$ cat src/rtl/nsfc_pkg.sv
package nsfc_pkg;

   // Number of bytes of a sentence that take part in the classification,
   // the leading dollar included.
   localparam int PREFIX_LEN = 6;

   // Characters with a framing meaning.
   localparam logic [7:0] CHAR_DOLLAR  = 8'h24;
   localparam logic [7:0] CHAR_NEWLINE = 8'h0A;
   localparam logic [7:0] CHAR_STAR    = 8'h2A;
   localparam logic [7:0] CHAR_NUL     = 8'h00;

   // Sentence formatter codes, three characters each.
   localparam logic [23:0] FMT_GGA = "GGA";
   localparam logic [23:0] FMT_RMC = "RMC";
   localparam logic [23:0] FMT_GLL = "GLL";
   localparam logic [23:0] FMT_VTG = "VTG";

   // Sentence type codes reported in the result.
   localparam logic [2:0] TYPE_OTHER = 3'd0;
   localparam logic [2:0] TYPE_GGA   = 3'd1;
   localparam logic [2:0] TYPE_RMC   = 3'd2;
   localparam logic [2:0] TYPE_GLL   = 3'd3;
   localparam logic [2:0] TYPE_VTG   = 3'd4;

   // Configuration register indexes and reset values.
   localparam int         CSR_INDEX_WIDTH = 4;
   localparam int         CSR_DATA_WIDTH  = 16;
   localparam logic [CSR_INDEX_WIDTH-1:0] CSR_MAX_LENGTH = 4'd0;
   localparam logic [CSR_INDEX_WIDTH-1:0] CSR_TALKER_ID  = 4'd1;
   localparam logic [6:0]  MAX_LENGTH_RESET = 7'd75;
   localparam logic [15:0] TALKER_ID_RESET  = 16'h474E;

   // One result, as it travels from the framer to the output buffer.
   typedef struct packed {
      logic       checksum_ok;
      logic [2:0] sentence_type;
      logic [7:0] computed_checksum;
      logic [6:0] sentence_length;
   } rsp_type;

endpackage

$ cat src/rtl/nsfc_framer.sv
module nsfc_framer
   import nsfc_pkg::*;
(
   input  logic        clock,
   input  logic        reset,
   input  logic        byte_valid,
   input  logic [7:0]  rx_byte,
   input  logic [6:0]  max_length,
   input  logic [15:0] talker_id,
   output logic        close_valid,
   output rsp_type     close_data
);

   logic [6:0] char_count_ff,        char_count_in;
   logic       first_is_dollar_ff,   first_is_dollar_in;
   logic [7:0] running_xor_ff,       running_xor_in;
   logic       star_seen_ff,         star_seen_in;
   logic       zero_byte_seen_ff,    zero_byte_seen_in;
   logic [1:0] digits_after_star_ff, digits_after_star_in;
   logic [7:0] check_hi_ff,          check_hi_in;
   logic [7:0] check_lo_ff,          check_lo_in;
   logic [7:0] prefix_ff [PREFIX_LEN-1];
   logic [7:0] prefix_in [PREFIX_LEN-1];

   logic       checksum_ok;
   logic [2:0] sentence_type;
   logic [23:0] fmt_code;

   function automatic logic [7:0] hex_upper(input logic [3:0] nib);
      logic [7:0] digit;
      if (nib < 4'd10) begin
         digit = 8'h30 + {4'd0, nib};
      end else begin
         digit = 8'h41 + {4'd0, nib} - 8'd10;
      end
      return digit;
   endfunction

   // Check and classification of the sentence held so far.
   assign checksum_ok = first_is_dollar_ff && star_seen_ff && !zero_byte_seen_ff &&
                        (check_hi_ff == hex_upper(running_xor_ff[7:4])) &&
                        (check_lo_ff == hex_upper(running_xor_ff[3:0]));

   assign fmt_code = {prefix_ff[2], prefix_ff[3], prefix_ff[4]};

   always_comb begin
      sentence_type = TYPE_OTHER;
      if (first_is_dollar_ff && (prefix_ff[0] == talker_id[15:8]) &&
          (prefix_ff[1] == talker_id[7:0])) begin
         if (fmt_code == FMT_GGA) begin
            sentence_type = TYPE_GGA;
         end else if (fmt_code == FMT_RMC) begin
            sentence_type = TYPE_RMC;
         end else if (fmt_code == FMT_GLL) begin
            sentence_type = TYPE_GLL;
         end else if (fmt_code == FMT_VTG) begin
            sentence_type = TYPE_VTG;
         end
      end
   end

   always_comb begin
      close_data.checksum_ok       = checksum_ok;
      close_data.sentence_type     = sentence_type;
      close_data.computed_checksum = first_is_dollar_ff ? running_xor_ff : 8'd0;
      close_data.sentence_length   = char_count_ff;
   end

   always_comb begin
      char_count_in        = char_count_ff;
      first_is_dollar_in   = first_is_dollar_ff;
      running_xor_in       = running_xor_ff;
      star_seen_in         = star_seen_ff;
      zero_byte_seen_in    = zero_byte_seen_ff;
      digits_after_star_in = digits_after_star_ff;
      check_hi_in          = check_hi_ff;
      check_lo_in          = check_lo_ff;
      for (int k = 0; k < PREFIX_LEN - 1; k++) begin
         prefix_in[k] = prefix_ff[k];
      end
      close_valid = 1'b0;

      if (byte_valid) begin
         if (rx_byte == CHAR_DOLLAR) begin
            // A dollar always opens a fresh sentence as its first byte.
            char_count_in        = 7'd1;
            first_is_dollar_in   = 1'b1;
            running_xor_in       = 8'd0;
            star_seen_in         = 1'b0;
            zero_byte_seen_in    = 1'b0;
            digits_after_star_in = 2'd0;
            check_hi_in          = 8'd0;
            check_lo_in          = 8'd0;
            for (int k = 0; k < PREFIX_LEN - 1; k++) begin
               prefix_in[k] = 8'd0;
            end
         end else if ((rx_byte != CHAR_NEWLINE) && (char_count_ff < max_length)) begin
            char_count_in = char_count_ff + 7'd1;
            if (char_count_ff == 7'd0) begin
               first_is_dollar_in = 1'b0;
            end else begin
               for (int k = 0; k < PREFIX_LEN - 1; k++) begin
                  if (char_count_ff == 7'(k + 1)) begin
                     prefix_in[k] = rx_byte;
                  end
               end
               if (!star_seen_ff && !zero_byte_seen_ff) begin
                  if (rx_byte == CHAR_NUL) begin
                     zero_byte_seen_in = 1'b1;
                  end else if (rx_byte == CHAR_STAR) begin
                     star_seen_in = 1'b1;
                  end else begin
                     running_xor_in = running_xor_ff ^ rx_byte;
                  end
               end else if (star_seen_ff && (digits_after_star_ff < 2'd2)) begin
                  if (digits_after_star_ff == 2'd0) begin
                     check_hi_in = rx_byte;
                  end else begin
                     check_lo_in = rx_byte;
                  end
                  digits_after_star_in = digits_after_star_ff + 2'd1;
               end
            end
         end else begin
            // Newline or full buffer: report the sentence and drop the byte.
            close_valid          = 1'b1;
            char_count_in        = 7'd0;
            first_is_dollar_in   = 1'b0;
            running_xor_in       = 8'd0;
            star_seen_in         = 1'b0;
            zero_byte_seen_in    = 1'b0;
            digits_after_star_in = 2'd0;
            check_hi_in          = 8'd0;
            check_lo_in          = 8'd0;
            for (int k = 0; k < PREFIX_LEN - 1; k++) begin
               prefix_in[k] = 8'd0;
            end
         end
      end
   end

   always_ff @(posedge clock) begin
      if (reset) begin
         char_count_ff        <= 7'd0;
         first_is_dollar_ff   <= 1'b0;
         running_xor_ff       <= 8'd0;
         star_seen_ff         <= 1'b0;
         zero_byte_seen_ff    <= 1'b0;
         digits_after_star_ff <= 2'd0;
         check_hi_ff          <= 8'd0;
         check_lo_ff          <= 8'd0;
         for (int k = 0; k < PREFIX_LEN - 1; k++) begin
            prefix_ff[k] <= 8'd0;
         end
      end else begin
         char_count_ff        <= char_count_in;
         first_is_dollar_ff   <= first_is_dollar_in;
         running_xor_ff       <= running_xor_in;
         star_seen_ff         <= star_seen_in;
         zero_byte_seen_ff    <= zero_byte_seen_in;
         digits_after_star_ff <= digits_after_star_in;
         check_hi_ff          <= check_hi_in;
         check_lo_ff          <= check_lo_in;
         for (int k = 0; k < PREFIX_LEN - 1; k++) begin
            prefix_ff[k] <= prefix_in[k];
         end
      end
   end

endmodule

$ cat config.mk
export PLATFORM = sky130hd
export DESIGN_NAME = nsfc_framer
export DESIGN_NICKNAME = d
export VERILOG_FILES = /design/src/rtl/nsfc_pkg.sv /design/src/rtl/nsfc_framer.sv
export SDC_FILE = /design/constraint.sdc
export NUM_CORES = 1
export LEC_CHECK = 0
export ABC_CLOCK_PERIOD_IN_PS = 3920
export BUFFER_PORTS_ARGS = -buffer_cell sky130_fd_sc_hd__buf_2
export CORE_ASPECT_RATIO = 1.4
export CORE_UTILIZATION = 50
export CTS_CLUSTER_SIZE = 40
export DETAILED_ROUTE_END_ITERATION = 8
export PLACE_DENSITY_LB_ADDON = 0.25
export REMOVE_ABC_BUFFERS = 1
export SYNTH_ARGS = -nofsm -noshare
export SYNTH_HDL_FRONTEND = slang
export SYNTH_SLANG_ARGS = --single-unit
$ cat constraint.sdc
create_clock -name clock -period 3.92 [get_ports clock]
set_clock_uncertainty 0.05 [all_clocks]
set_input_delay 0.98 -clock clock [delete_from_list [all_inputs] [get_ports clock]]
set_output_delay 0.98 -clock clock [all_outputs]
set_load 0.03 [all_outputs]
==> summary.txt <==
Num ports -> 54
DRT antenna net count -> 0
Gate Count Post-Synth -> 455
Detailed Route Iter0 Violations -> 183
Initial antenna violation count -> 0
Final HPWL from detailed placement -> 6740 um
P_leak -> 2.13 nW
Filler instances -> 717
DR vias -> 3332
Synth-to-layout area growth -> 15.5%
Power Density -> 399 nW/um2
Synthesized area -> 4190 um2
PostCTS Resize Cnt -> 0
CTS clk-pin slew, worst paths -> 60 ps
CORE AREA -> 8150 um2
Placed cell area -> 4500 um2
Main area contributors after synthesis -> dfxtp_1, mux2i_1, nand2b_1
Final #Nets -> 550
Tcrit/Tclk final -> 90.7%
CTS tree -> done
Register area share after synthesis -> 36.3%
Max Clk Rate -> 0.281 GHz
Final WL -> 9450 um
Leading area contributor after synthesis -> dfxtp_1
Pre-antenna DRT Iters -> 4
Buffers on Ports -> 53
Routed length per instance -> 15.5 um
GRT Overall Usage -> 23.4%
Min-delay worst type -> register to register
Layout cell share with drive strength beyond 1 -> 15.9%
Commonest non-fill, non-tap cells in the layout -> dfxtp_1, nand2b_1, mux2i_1
H-tree levels -> 3
EDFF count, synth -> 0
Worst Path Required -> 2890 ps
Crit path launch type -> register
Skew-Pair Late Insertion Delay -> 340 ps
Global-route wire length before repair -> 15400 um
Post-CTS setup buffer count -> 0
RSZ-0062 raised after global routing -> false
Minimum clock period -> 3560 ps
Largest family of logic cells by synthesized area -> simple AND/OR/NAND/NOR gates
Post-Layout Inst Area -> 4840 um2
Worst stage delay on the critical path -> 690 ps
Post-synthesis xor/xnor area fraction -> 5.65%
Status -> completed
Critical Path Slowest Stage Cell -> or4b_2
Proportion of synthesized area in mux cells -> 13.6%
Yosys warnings -> 0
GPL Wtd Cong -> 0.796
Vias in the first global route -> 3236
Placed cells -> 594
Vias per std cell -> 5.46
# DRC -> 0
Hold_buf cts -> 0
Synth async-reset ratio -> 0%
CTS root buffer -> clkbuf_16
Final hold vios -> 0
Core Rows -> 39
Num CTS Buffers -> 9
Die area -> 8750 um2
Ant diodes -> 0
Syn_area_per_cell -> 9.21 um2
Clock sinks -> 76
Final setup viols -> 0
MaxCap Viol Count -> 0
CP arrival -> 2530 ps
Most common cell after layout, fill and taps aside -> dfxtp_1
VDD IR-drop max -> 295 uV
Slew Viols, Final -> 0
CP Cell Sequence -> nor4b_1 > nand3_1 > or4b_2 > o32a_1 > nor2_1 > buf_2
Die Y-Extent -> 110 um
Gr ovfl total -> 0
Simple-gate portion of the synthesized area -> 25.7%
Worst rel slew slack -> 58.4%
Clk buf depth -> 2
Synth Area in Adders -> 3.88%
Primary FF master, synth -> dfxtp_1
Worst-path fanout max -> 2
Largest net degree at the start of global routing -> 62
Fin cells -> 610
Compound-Gate Fraction of Synth Area -> 10.9%
Seq cells post-synth -> 76
Worst-Margin Slew -> 624 ps
Share of the synthesized area in the top cell type -> 36.3%
Layout Utilization -> 59.4%
Die width -> 79.4 um
Worst setup EP type -> output port
Initial Util -> 51.4%
Netlist cell types -> 52
Crit Path Category -> register to output port
TNS Setup -> 0 ps
==> worst max-delay path: cells and delay by family (launching register included) <==
kind,cells,cell delay [ps]
AOI/OAI and AO/OA,1,350
DFF,1,310
and+or+nand+nor,4,1330
buffers and inverters,1,200
==> flip-flops by register name (all words and copies together), names as in the netlist <==
signal                flops
prefix_ff                40
first_is_dollar_ff        1
star_seen_ff              1
running_xor_ff            8
char_count_ff             7
digits_after_star_ff      2
zero_byte_seen_ff         1
check_hi_ff               8
check_lo_ff               8
==> final timing paths <==
kind / cells after the start / slack [ps] / start / end
min reg2reg: 2 / 420 / prefix_ff[0][38] / prefix_ff[0][38]
max: 6 / 360 / prefix_ff[0][39] / close_data[16]
min: 2 / 420 / prefix_ff[0][38] / prefix_ff[0][38]
max reg2reg: 7 / 1070 / char_count_ff[2] / prefix_ff[0][25]
==> metal layers <==
metal  up-vias  share of wire [%]  track usage (%)  wire length (um)
li1       1685                  -                -                 -
met1      1583                 44             27.0              4190
met2        53                 51             42.3              4830
met3        11                2.9             4.53               274
met4         0                1.6             8.96               151
met5         -                  0                0                 0
==> cell type report <==
class                           instances  area [um2]  area share (%)
Multi-Input combinational cell        343        2500            51.7
Sequential cell                        76        1520            31.4
Timing Repair Buffer                   56         288            5.95
Clock buffer                           10         239            4.94
Tap cell                              102         128            2.64
Clock inverter                          6        96.3            1.99
Inverter                               17        63.8            1.32
==> synth_stat cells, types with 2 or more instances <==
library cell   n
and3_1         6
mux2i_1       57
or3_1          3
nand2b_1      63
nand4_1        8
nor3b_1        2
nand3_1        9
nor4bb_1       2
and2_1        14
buf_2          2
nand3b_1       4
or4b_2         2
o22ai_1        7
nand2_1       26
o21ai_0        7
o31ai_1        2
nor3_1         3
nor4b_1        4
nor2_1        23
o2bb2ai_1      8
a21oi_1       13
xnor2_1       20
nor2b_1        4
ha_1          13
o21a_1         2
xor2_1         7
buf_6          3
inv_1         17
clkbuf_1      12
or4_1          3
o21ai_4        5
a22oi_1        2
dfxtp_1       76
a2bb2oi_1      4
nor4_1         5
==> where the power goes <==
group / internal, mW / total, mW / leakage (nW) / switching, mW
Clock: 0.581 / 0.913 / 0.161 / 0.333
Combinational: 0.0876 / 0.200 / 1.36 / 0.113
Sequential: 0.791 / 0.816 / 0.614 / 0.0251
==> metrics by stage <==
stage	worst slack, ps	hold slack [ps]	total power [mW]
6_report	365	423	1.93
3_5_place_dp	380	408	1.03
3_3_place_gp	414	404	1.03
4_1_cts	380	423	1.95
2_1_floorplan	437	393	0.957
5_1_grt	248	445	2.01
==> cells by family (layout without fill, tap and decap cells) <==
| kind of cell | Yosys count | count (layout) |
|---|---|---|
| and+or+nand+nor | 187 | 187 |
| DFF | 76 | 76 |
| AOI/OAI and AO/OA | 59 | 59 |
| muxes | 57 | 57 |
| buffers and inverters | 36 | 89 |
| xor gates and xnor gates | 27 | 27 |
| adders and majority gates | 13 | 13 |
Note: power is estimated with default switching activity, not from simulation.
